==> config.mk <==
export PLATFORM = sky130hd
export DESIGN_NAME = tape_pulse_byte_modulator
export DESIGN_NICKNAME = d
export VERILOG_FILES = /design/src/rtl/core/tpbm_pkg.sv /design/src/rtl/core/tpbm_useq.sv /design/src/rtl/core/tape_pulse_byte_modulator.sv
export SDC_FILE = /design/constraint.sdc
export NUM_CORES = 1
export LEC_CHECK = 0
export BUFFER_PORTS_ARGS = -buffer_cell sky130_fd_sc_hd__buf_2
export CAP_MARGIN = 20
export CORE_UTILIZATION = 35
export CTS_CLUSTER_DIAMETER = 120
export DETAILED_ROUTE_END_ITERATION = 12
export PLACE_DENSITY = 0.57
export SLEW_MARGIN = 20
export SYNTH_ARGS = -nofsm -noshare
export SYNTH_HDL_FRONTEND = slang
export SYNTH_SLANG_ARGS = --single-unit
==> constraint.sdc <==
create_clock -name clk -period 4.7 [get_ports clk]
set_input_delay 0.47 -clock clk [delete_from_list [all_inputs] [get_ports clk]]
set_output_delay 0.47 -clock clk [all_outputs]
set_load 0.02 [all_outputs]
==> src/rtl/core/tpbm_pkg.sv <==
// Package: types, constants and microcode ROM of the tape pulse byte modulator
package tpbm_pkg;

  localparam int unsigned CountWidth = 20;
  localparam int unsigned CfgIndexWidth = 3;

  localparam logic [CfgIndexWidth-1:0] CfgPulseHalf  = 3'd0;
  localparam logic [CfgIndexWidth-1:0] CfgOneGap     = 3'd1;
  localparam logic [CfgIndexWidth-1:0] CfgZeroGap    = 3'd2;
  localparam logic [CfgIndexWidth-1:0] CfgPulsesOne  = 3'd3;
  localparam logic [CfgIndexWidth-1:0] CfgPulsesZero = 3'd4;
  localparam logic [CfgIndexWidth-1:0] CfgBytePause  = 3'd5;
  localparam logic [CfgIndexWidth-1:0] CfgBlockPause = 3'd6;

  localparam logic signed [1:0] LvlNeg  = -2'sd1;
  localparam logic signed [1:0] LvlZero = 2'sd0;
  localparam logic signed [1:0] LvlPos  = 2'sd1;

  localparam logic [2:0] LastBit = 3'd7;

  typedef enum logic [2:0] {
    STEP_FETCH  = 3'd0,
    STEP_BPAUSE = 3'd1,
    STEP_NEG    = 3'd2,
    STEP_POS    = 3'd3,
    STEP_GAP    = 3'd4,
    STEP_BLK    = 3'd5
  } step_t;

  typedef enum logic [2:0] {
    LEN_PULSE,
    LEN_GAP,
    LEN_BYTE_PAUSE,
    LEN_BLOCK_PAUSE
  } len_sel_t;

  typedef enum logic [1:0] {
    LAST_NEVER,
    LAST_ALWAYS,
    LAST_BYTE_END
  } last_sel_t;

  typedef enum logic [1:0] {
    JMP_NEXT,
    JMP_DISPATCH,
    JMP_BIT_LOOP
  } jump_t;

  typedef struct packed {
    logic             emit;
    logic signed [1:0] level;
    len_sel_t         len_sel;
    last_sel_t        last_sel;
    jump_t            jump;
    step_t            target;
  } ctrl_t;

  typedef struct packed {
    logic [CountWidth-1:0] pulse_half;
    logic [CountWidth-1:0] one_gap;
    logic [CountWidth-1:0] zero_gap;
    logic [1:0]            pulses_one;
    logic [1:0]            pulses_zero;
    logic [CountWidth-1:0] byte_pause;
    logic [CountWidth-1:0] block_pause;
  } cfg_t;

  typedef struct packed {
    logic                  valid;
    logic signed [1:0]     level;
    logic [CountWidth-1:0] run_length;
    logic                  last;
  } seg_t;

  function automatic ctrl_t ucode(input step_t step);
    ctrl_t cw;
    unique case (step)
      STEP_FETCH:  cw = '{1'b0, LvlZero, LEN_PULSE,       LAST_NEVER,    JMP_DISPATCH, STEP_FETCH};
      STEP_BPAUSE: cw = '{1'b1, LvlZero, LEN_BYTE_PAUSE,  LAST_NEVER,    JMP_NEXT,     STEP_NEG};
      STEP_NEG:    cw = '{1'b1, LvlNeg,  LEN_PULSE,       LAST_NEVER,    JMP_NEXT,     STEP_POS};
      STEP_POS:    cw = '{1'b1, LvlPos,  LEN_PULSE,       LAST_NEVER,    JMP_NEXT,     STEP_GAP};
      STEP_GAP:    cw = '{1'b1, LvlZero, LEN_GAP,         LAST_BYTE_END, JMP_BIT_LOOP, STEP_NEG};
      STEP_BLK:    cw = '{1'b1, LvlZero, LEN_BLOCK_PAUSE, LAST_ALWAYS,   JMP_NEXT,     STEP_FETCH};
      default:     cw = '{1'b0, LvlZero, LEN_PULSE,       LAST_NEVER,    JMP_NEXT,     STEP_FETCH};
    endcase
    return cw;
  endfunction

endpackage

==> src/rtl/core/tpbm_useq.sv <==
// Microcoded sequencer and bit datapath that turn one item into segments
module tpbm_useq (
  input  logic                clk,
  input  logic                rst,
  input  logic                item_valid,
  input  logic                item_func,
  input  logic [7:0]          item_byte,
  input  logic                item_block_start,
  output logic                item_ready,
  input  tpbm_pkg::cfg_t      cfg,
  input  logic                seg_free,
  output tpbm_pkg::seg_t      seg
);

  tpbm_pkg::step_t step;
  tpbm_pkg::step_t step_next;
  tpbm_pkg::ctrl_t cw;
  logic [7:0]      byte_sr;
  logic [2:0]      bit_cnt;
  logic            more;
  logic            fire;
  logic            byte_end;
  logic            take;

  assign cw       = tpbm_pkg::ucode(step);
  assign byte_end = !more && (bit_cnt == tpbm_pkg::LastBit);
  assign fire     = cw.emit && seg_free;
  assign take     = item_ready && item_valid;

  always_comb begin
    step_next = step;
    if (cw.jump == tpbm_pkg::JMP_DISPATCH) begin
      if (item_valid) begin
        if (item_func) begin
          step_next = tpbm_pkg::STEP_BLK;
        end else if (item_block_start) begin
          step_next = tpbm_pkg::STEP_NEG;
        end else begin
          step_next = tpbm_pkg::STEP_BPAUSE;
        end
      end
    end else if (fire) begin
      unique case (cw.jump)
        tpbm_pkg::JMP_BIT_LOOP: step_next = byte_end ? tpbm_pkg::STEP_FETCH : cw.target;
        default:                step_next = cw.target;
      endcase
    end
  end

  always_comb begin
    item_ready     = (cw.jump == tpbm_pkg::JMP_DISPATCH);
    seg.valid      = fire;
    seg.level      = cw.level;
    seg.run_length = cfg.pulse_half;
    unique case (cw.len_sel)
      tpbm_pkg::LEN_GAP:         seg.run_length = byte_sr[0] ? cfg.one_gap : cfg.zero_gap;
      tpbm_pkg::LEN_BYTE_PAUSE:  seg.run_length = cfg.byte_pause;
      tpbm_pkg::LEN_BLOCK_PAUSE: seg.run_length = cfg.block_pause;
      default:                   seg.run_length = cfg.pulse_half;
    endcase
    unique case (cw.last_sel)
      tpbm_pkg::LAST_ALWAYS:   seg.last = 1'b1;
      tpbm_pkg::LAST_BYTE_END: seg.last = byte_end;
      default:                 seg.last = 1'b0;
    endcase
  end

  always_ff @(posedge clk) begin
    if (rst) begin
      step <= tpbm_pkg::STEP_FETCH;
    end else begin
      step <= step_next;
    end
  end

  // a second pulse is due when the count register has its high bit set
  always_ff @(posedge clk) begin
    if (take) begin
      byte_sr <= item_byte;
      bit_cnt <= '0;
      more    <= item_byte[0] ? cfg.pulses_one[1] : cfg.pulses_zero[1];
    end else if (fire && (cw.jump == tpbm_pkg::JMP_BIT_LOOP)) begin
      if (more) begin
        more <= 1'b0;
      end else if (bit_cnt != tpbm_pkg::LastBit) begin
        byte_sr <= {1'b0, byte_sr[7:1]};
        bit_cnt <= bit_cnt + 3'd1;
        more    <= byte_sr[1] ? cfg.pulses_one[1] : cfg.pulses_zero[1];
      end
    end
  end

endmodule

==> src/rtl/core/tape_pulse_byte_modulator.sv <==
// Top level: configuration registers, sequencer and output word register
//
//  channel | dir | handshake          | payload
//  s_      | in  | s_tvalid/s_tready  | s_tdata = data_byte[7:0]; s_tuser = {block_start, func}
//  m_      | out | m_tvalid/m_tready  | m_tdata = {2'b0, run_length[19:0], level[1:0]}; m_tlast
//  cfg_    | in  | cfg_we             | cfg_index selects register, cfg_data value
//
// A data byte takes a fetch step plus 24 to 49 segments, a pause item a fetch step and one segment;
// outside fetch the sequencer emits one segment per cycle from its single step counter while m_ does not stall.
// Reset is synchronous: step counter to fetch, output word empty, registers to defaults.
// A stalled m_ side holds the output word and freezes the step counter, but a fetch step may still take an item.
module tape_pulse_byte_modulator (
  input  logic                              clk,
  input  logic                              rst,
  input  logic                              s_tvalid,
  output logic                              s_tready,
  input  logic [7:0]                        s_tdata,   // [7:0] data_byte
  input  logic [1:0]                        s_tuser,   // [0] func, [1] block_start
  output logic                              m_tvalid,
  input  logic                              m_tready,
  output logic [23:0]                       m_tdata,   // [1:0] level, [21:2] run_length
  output logic                              m_tlast,
  input  logic                              cfg_we,
  input  logic [tpbm_pkg::CfgIndexWidth-1:0] cfg_index,
  input  logic [tpbm_pkg::CountWidth-1:0]   cfg_data
);

  tpbm_pkg::cfg_t                  cfg;
  tpbm_pkg::seg_t                  seg;
  logic                            seg_free;
  logic signed [1:0]               out_level;
  logic [tpbm_pkg::CountWidth-1:0] out_run;

  always_ff @(posedge clk) begin
    if (rst) begin
      cfg.pulse_half  <= '0;
      cfg.one_gap     <= '0;
      cfg.zero_gap    <= '0;
      cfg.pulses_one  <= 2'd2;
      cfg.pulses_zero <= 2'd1;
      cfg.byte_pause  <= '0;
      cfg.block_pause <= '0;
    end else if (cfg_we) begin
      case (cfg_index)
        tpbm_pkg::CfgPulseHalf:  cfg.pulse_half  <= cfg_data;
        tpbm_pkg::CfgOneGap:     cfg.one_gap     <= cfg_data;
        tpbm_pkg::CfgZeroGap:    cfg.zero_gap    <= cfg_data;
        tpbm_pkg::CfgPulsesOne:  cfg.pulses_one  <= cfg_data[1:0];
        tpbm_pkg::CfgPulsesZero: cfg.pulses_zero <= cfg_data[1:0];
        tpbm_pkg::CfgBytePause:  cfg.byte_pause  <= cfg_data;
        tpbm_pkg::CfgBlockPause: cfg.block_pause <= cfg_data;
        default: ;
      endcase
    end
  end

  tpbm_useq u_useq (
    .clk              (clk),
    .rst              (rst),
    .item_valid       (s_tvalid),
    .item_func        (s_tuser[0]),
    .item_byte        (s_tdata),
    .item_block_start (s_tuser[1]),
    .item_ready       (s_tready),
    .cfg              (cfg),
    .seg_free         (seg_free),
    .seg              (seg)
  );

  assign seg_free = !m_tvalid || m_tready;

  always_ff @(posedge clk) begin
    if (rst) begin
      m_tvalid <= 1'b0;
    end else if (seg_free) begin
      m_tvalid <= seg.valid;
    end
  end

  always_ff @(posedge clk) begin
    if (seg_free && seg.valid) begin
      out_level <= seg.level;
      out_run   <= seg.run_length;
      m_tlast   <= seg.last;
    end
  end

  assign m_tdata = {2'b00, out_run, out_level};

endmodule

* Word level (Yosys, flattened, before mapping)
Index checks and enable logic that the tools add are counted. W data, S select, Z words.
Operators by class: reduce and logical (&&, ||, !) cells 23, bitwise gates (word level) 1, add/sub/neg operators 1, equal/unequal tests 22, mux-type cells 21
Operators by type and width (count):
- $pmux W13 S6 | 1
- $pmux W20 S3 | 1
- $mux W8 | 4
- $mux W20 | 1
- $eq A3 B2 Y1 const B | 6
- $eq A3 B3 Y1 const B | 6
- $mux W3 | 6
- $reduce_and A2 Y1 | 8
- $eq A3 B1 Y1 const B | 3
- $logic_not A3 Y1 | 2
- $mux W1 | 6
- $reduce_and A3 Y1 | 2
- $reduce_bool A2 Y1 | 3
- $logic_and A1 B1 Y1 | 5
- $eq A2 B1 Y1 const B | 2
- $eq A2 B2 Y1 const B | 2
- $ne A2 B2 Y1 const B | 2
- $add A3 B1 Y3 const B | 1
- $ne A3 B3 Y1 const B | 1
- $logic_not A1 Y1 | 2
- $mux W2 | 1
- $pmux W1 S2 | 1
- $logic_or A1 B1 Y1 | 1
- $not A1 Y1 | 1
Storage, ports and cells: logic and storage cells 83, output and inout bits 27, register bits 143

* Logic depth before layout (Yosys ltp)
word-level depth 6, mapped depth 10

* Cells and area by module
A second synthesis with hierarchy kept.
Unflattened totals: cell total of the unflattened synthesis 637, area total of the unflattened synthesis 6675.2 µm²
By module, submodules not included:
- tape_pulse_byte_modulator | cells an instance 399, times used 1, area an instance 4875.9 µm²
- tpbm_useq | cells an instance 238, times used 1, area an instance 1799.2 µm²

* Least setup slack after synthesis
No wires, ideal clock.
path type reg2reg, from reg u_useq.step[2], to reg m_tlast (enable), stages on the path, launching flop included 9, path slack 1.434 ns, data arrival time 2.863 ns, clock period less this slack 3.266 ns, library setup time 0.403 ns, path buffers 4, cells stage by stage dfxtp_1 -> clkbuf_1 -> buf_2 -> nand2_1 -> ha_1 -> clkbuf_1 -> clkbuf_1 -> o21a_1 -> nor2_1
RTL lines:
- start: declaration | RTL line tpbm_useq.sv:15 | tpbm_pkg::step_t step;
- start signal: assignment | RTL line tpbm_useq.sv:70 | step <= tpbm_pkg::STEP_FETCH;
- start signal: assignment | RTL line tpbm_useq.sv:72 | step <= step_next;
- end signal: assignment | RTL line tape_pulse_byte_modulator.sv:84 | m_tlast <= seg.last;
- end: declaration | RTL line tape_pulse_byte_modulator.sv:22 | output logic m_tlast,

* Worst setup path after layout
from reg u_useq.step[2], to reg u_useq.byte_sr[0] (enable)
On the way: cells in the longest elaborated chain, start to end 6, elaborated cells between the ends (all ways) 16
Ends and longest elaborated chain:
- $eq A3 B3 Y1 (tied with other cells) | RTL line tpbm_pkg.sv:77 | unique case (step)
- $pmux W13 S6 (*) | RTL line tpbm_pkg.sv:77
- $eq A2 B1 Y1 (tied with other cells) | RTL line tpbm_useq.sv:51 | item_ready = (cw.jump == tpbm_pkg::JMP_DISPATCH);
- $logic_and A1 B1 Y1 (on tied branches) | RTL line tpbm_useq.sv:28, tpbm_useq.sv:82
- $ne A2 B2 Y1 (no source line) or $reduce_bool A2 Y1 (tied branches)
- $reduce_and A3 Y1 (no source line) (*)
- end signal: assignment | RTL line tpbm_useq.sv:79 | byte_sr <= item_byte;
- end signal: assignment | RTL line tpbm_useq.sv:86 | byte_sr <= {1'b0, byte_sr[7:1]};
- end: declaration | RTL line tpbm_useq.sv:18 | logic [7:0] byte_sr;
Mark *: on every way between the ends. The rest lies on a longest branch, timed or not. A chain may end at the register's enable or synchronous reset.

==> results.md <==
Timing:
- The maximum achievable frequency is 0.313 GHz.
- The number of pins with negative max-slew slack in the final report is 0.
- Dividing the final minimum period by the clock period gives 67.9%.
- The headroom to the max-slew limit is 23.7%.
- The worst hold margin is 0.311 ns.
- The clock arrives with 0.00888 ns of skew.
- The number of setup violations in the final report is 0.
- The minimum clock period after layout is 3.19 ns.
- The slew of the pin with the lowest slew margin is 1.14 ns.
- The accumulated negative setup slack is 0 ns.
- The final-report hold violation count is 0.
- Setup repair after global routing left no endpoint under its margin.

Synth:
- Counting flops with an async set or reset pin after synthesis yields a share of 0%.
- Summing the areas of all compound-gate instances in the mapped netlist gives 14.1% of the synthesized area.
- The share of the synthesized netlist area taken by xor and xnor gates is 0.147%.
- Measured against the total synthesized area, the mux share comes to 7.37%.
- After synthesis the netlist holds a flip-flop and latch count of 141.
- Of the total synthesized cell area, the portion taken by AND, OR, NAND and NOR gates is 20.8%.
- The synthesized netlist cell count is 697.
- The adder-cell area share of the yosys netlist is 1.05%.
- The number of distinct library cells after synthesis is 42.
- A synthesized cell averages 8.57 um^2.
- For this run, the leading register cell type out of synthesis is dfxtp_1.
- The cell area that synthesis handed to floorplanning was 5970 um^2.
- The number of synthesis warnings is 0.
- The number of flops mapped to enable cells by yosys is 32.
- The share of the yosys chip area belonging to registers is 52.6%.
- The dominant combinational cell family by area after synthesis is simple AND/OR/NAND/NOR gates.

Placement:
- The placed instance area is 6410 um^2.
- The count of buffers inserted at the top-level ports is 62.
- The HPWL after detailed placement is 9980 um.
- The placer's final routability congestion estimate is 0.782.

Routing:
- The residual DRC count is 0.
- The wire length per cell after detailed routing is 16.0 um.
- The first-iteration detailed-routing DRC count is 378.
- After detailed routing, the number of vias per cell comes to 4.99.
- The routed design has 15400 um of wire.
- For this block, the via count after detailed routing is 4824.
- The residual antenna-violating net count after detailed routing is 0.
- The pre-antenna-repair detailed-routing pass consisted of 5 iterations.

Setup path:
- STA classifies the critical path startpoint as a register.
- The top fanout value on the critical path is 24.
- The number of cells on the worst reg-to-reg path is 4.
- Data on the critical path is required at its endpoint by 4.79 ns.
- The startpoint identified for the worst register-to-register timing path is u_useq.step[2].
- The worst endpoint data arrival time is 3.28 ns.
- In this run the worst setup path begins at u_useq.step[2].
- The setup path with the least slack is of type reg2reg.
- The capturing element type of the critical path is a register.

CTS:
- Clock-pin slew was measured on the worst setup and hold paths at 0.06 ns.
- The library cell used as clock root buffer is clkbuf_16.
- The cts-stage hold buffer count is 0.
- The CTS buffer count is 17.
- The post-CTS setup buffer count is 0.
- The clock passes through at most 2 buffers.
- The CTS H-tree depth is 4.
- The clock tree from TritonCTS is built.
- The number of sinks handled by clock tree synthesis is 141.
- The count of cells resized by post-cts repair is 0.
- The clock reaches the later pin of the worst-skew pair after 0.42 ns.

Layout:
- The layout overhead on the synthesized area is 17.4%.
- The post-layout instance area is 7010 um^2.
- At the end of the flow, the number of nets in the layout was 776.
- The number of antenna diodes is 0.
- The total of fill cells in the finished design is 1638.
- Cells with a size suffix above 1 make up 15.1% of the layout.

Min path:
- The worst hold path begins at s_tdata[5].
- The number of stages on the worst hold path is 3.
- The worst hold path class is in2reg.

Floorplan:
- Once the floorplan was initialized, standard cells occupied 35.9% of the core.
- The die outline height is 133 um.
- The floorplan has 47 rows.
- The die outline area is 17600 um^2.
- The core box area is 16600 um^2.
- The number of primary I/O pins is 65.
- The floorplan step set the die width to 133 um.

Power:
- Sequential cells account for 40.0% of the total power.
- Combinational logic burns 26.3% of the power.
- Per report_power, the clock group accounts for 33.6% of the total.
- The largest voltage drop on the vdd net is 0.000255 V.
- The internal power is 2.69 mW.
- Dividing total power by cell area gives a power density of 579 nW/um^2.
- Net switching is 33.7% of the power.
- The total leakage power is 2.52 nW.
- Summing internal, switching and leakage power gives 4.06 mW.
- The power dissipated by switching net loads is 1.37 mW.

GRT:
- The wire length of the first global-routing pass is 24700 um.
- The total overflow left after global routing is 0.
- The number of global-route vias before repair is 4711.
- The maximum number of pins on one net before global-route repair is 55.
- Global routing used 18.3% of the available tracks across all layers.
- The number of antenna violations at the first check in global routing is 0.

Run status:
- The flow ran to the end, and the final reports show no timing, DRC or antenna violations.

Flow run:
- The tool flagged a number of max-cap violations equal to 0.
[metrics by stage]
step | cells | setup slack (ns) | util, %
final | 966 | 1.51 | 42.1
after global routing | 966 | 1.33 | 42.1
after CTS | 966 | 1.41 | 42.1
after detailed placement | 934 | 1.43 | 38.5
after global placement | 934 | 1.48 | 38.5
after floorplan | 698 | 1.43 | -
[cells in the final DEF (no fill, tap or decap), types with 2 or more instances in the layout]
cell type / n
nand2_1: 229
a21oi_1: 126
dfxtp_1: 109
buf_2: 62
mux2i_1: 44
edfxtp_1: 32
nor2_1: 24
a211oi_1: 20
clkbuf_16: 18
nor2b_1: 7
buf_4: 7
nor2_2: 6
nand2b_1: 6
ha_1: 5
inv_6: 5
inv_1: 3
or3_1: 3
nand3_1: 3
inv_4: 3
and2b_1: 2
o21ai_1: 2
conb_1: 2
bufinv_16: 2
clkinvlp_4: 2
[critical path, cell delays in order, from the launching register on]
cell	delay [ns]
dfxtp_1	0.92
or3b_4	0.51
ha_1	0.53
nor4_4	0.53
or2_1	0.37
[final timing paths]
path / end / slack [ns]
worst min-delay path: u_useq.byte_sr[5] / 0.31
worst min register to register: cfg[9] / 0.45
worst max-delay path: u_useq.byte_sr[0] / 1.51
worst max register to register: u_useq.byte_sr[0] / 1.51
[logic make-up after synthesis]
| kind of cell | Yosys count |
|---|---|
| xor+xnor | 1 |
| other cells | 1 |
| fa+ha+maj | 5 |
| flops | 141 |
| mux | 44 |
| simple gates | 294 |
| buf+inv | 56 |
| compound gates | 155 |
[synthesized netlist by cell type, types with 2 or more instances]
cell type    n  area (um^2)
a211oi_1    20          150
a21oi_1    126          631
and2b_1      2         15.0
buf_2        5         25.0
buf_4        3         22.5
clkbuf_1    44          165
dfxtp_1    109         2180
edfxtp_1    32          961
ha_1         5         62.6
inv_1        3         11.3
mux2i_1     44          440
nand2_1    229          860
nand2b_1     6         37.5
nand3_1      3         15.0
nor2_1      29          109
nor2b_1      7         43.8
nor3_1       2         10.0
o21ai_1      2         10.0
or3_1        3         18.8
[registers in the layout (all words and copies together) (netlist names)]
name	count
cfg	102
m_tlast	1
m_tvalid	1
out_level	2
out_run	20
u_useq.bit_cnt	3
u_useq.byte_sr	8
u_useq.more	1
u_useq.step	3
[metal layers]
| layer | track usage (%) | part of all wire (%) | up-vias |
|---|---|---|---|
| met4 | 6.51 | 1.5 | 0 |
| met2 | 31.6 | 49 | 126 |
| met1 | 23.0 | 46 | 2269 |
| li1 | - | - | 2415 |
| met3 | 3.10 | 4.2 | 14 |
| met5 | 0 | 0 | - |
[layout make-up]
| cell class | instances | area (um^2) | area share, % |
|---|---|---|---|
| sequential | 141 | 3140 | 44.8 |
| inverter | 3 | 11.3 | 0.161 |
| timing repair buffer | 69 | 363 | 5.17 |
| clock inverter | 14 | 151 | 2.16 |
| tap | 220 | 275 | 3.93 |
| multi-input combinational | 501 | 2620 | 37.3 |
| clock buffer | 18 | 450 | 6.42 |
[power by group through the flow]
stage               registers, mW  clock network, mW  logic (mW)
floorplan                    1.73                  0       0.661
global placement             1.65                  0        1.06
detailed placement           1.66                  0        1.08
CTS                          1.63               1.38        1.08
global route                 1.65               1.43        1.17
finish                       1.63               1.37        1.07
Power figures use the tool's default switching activity.
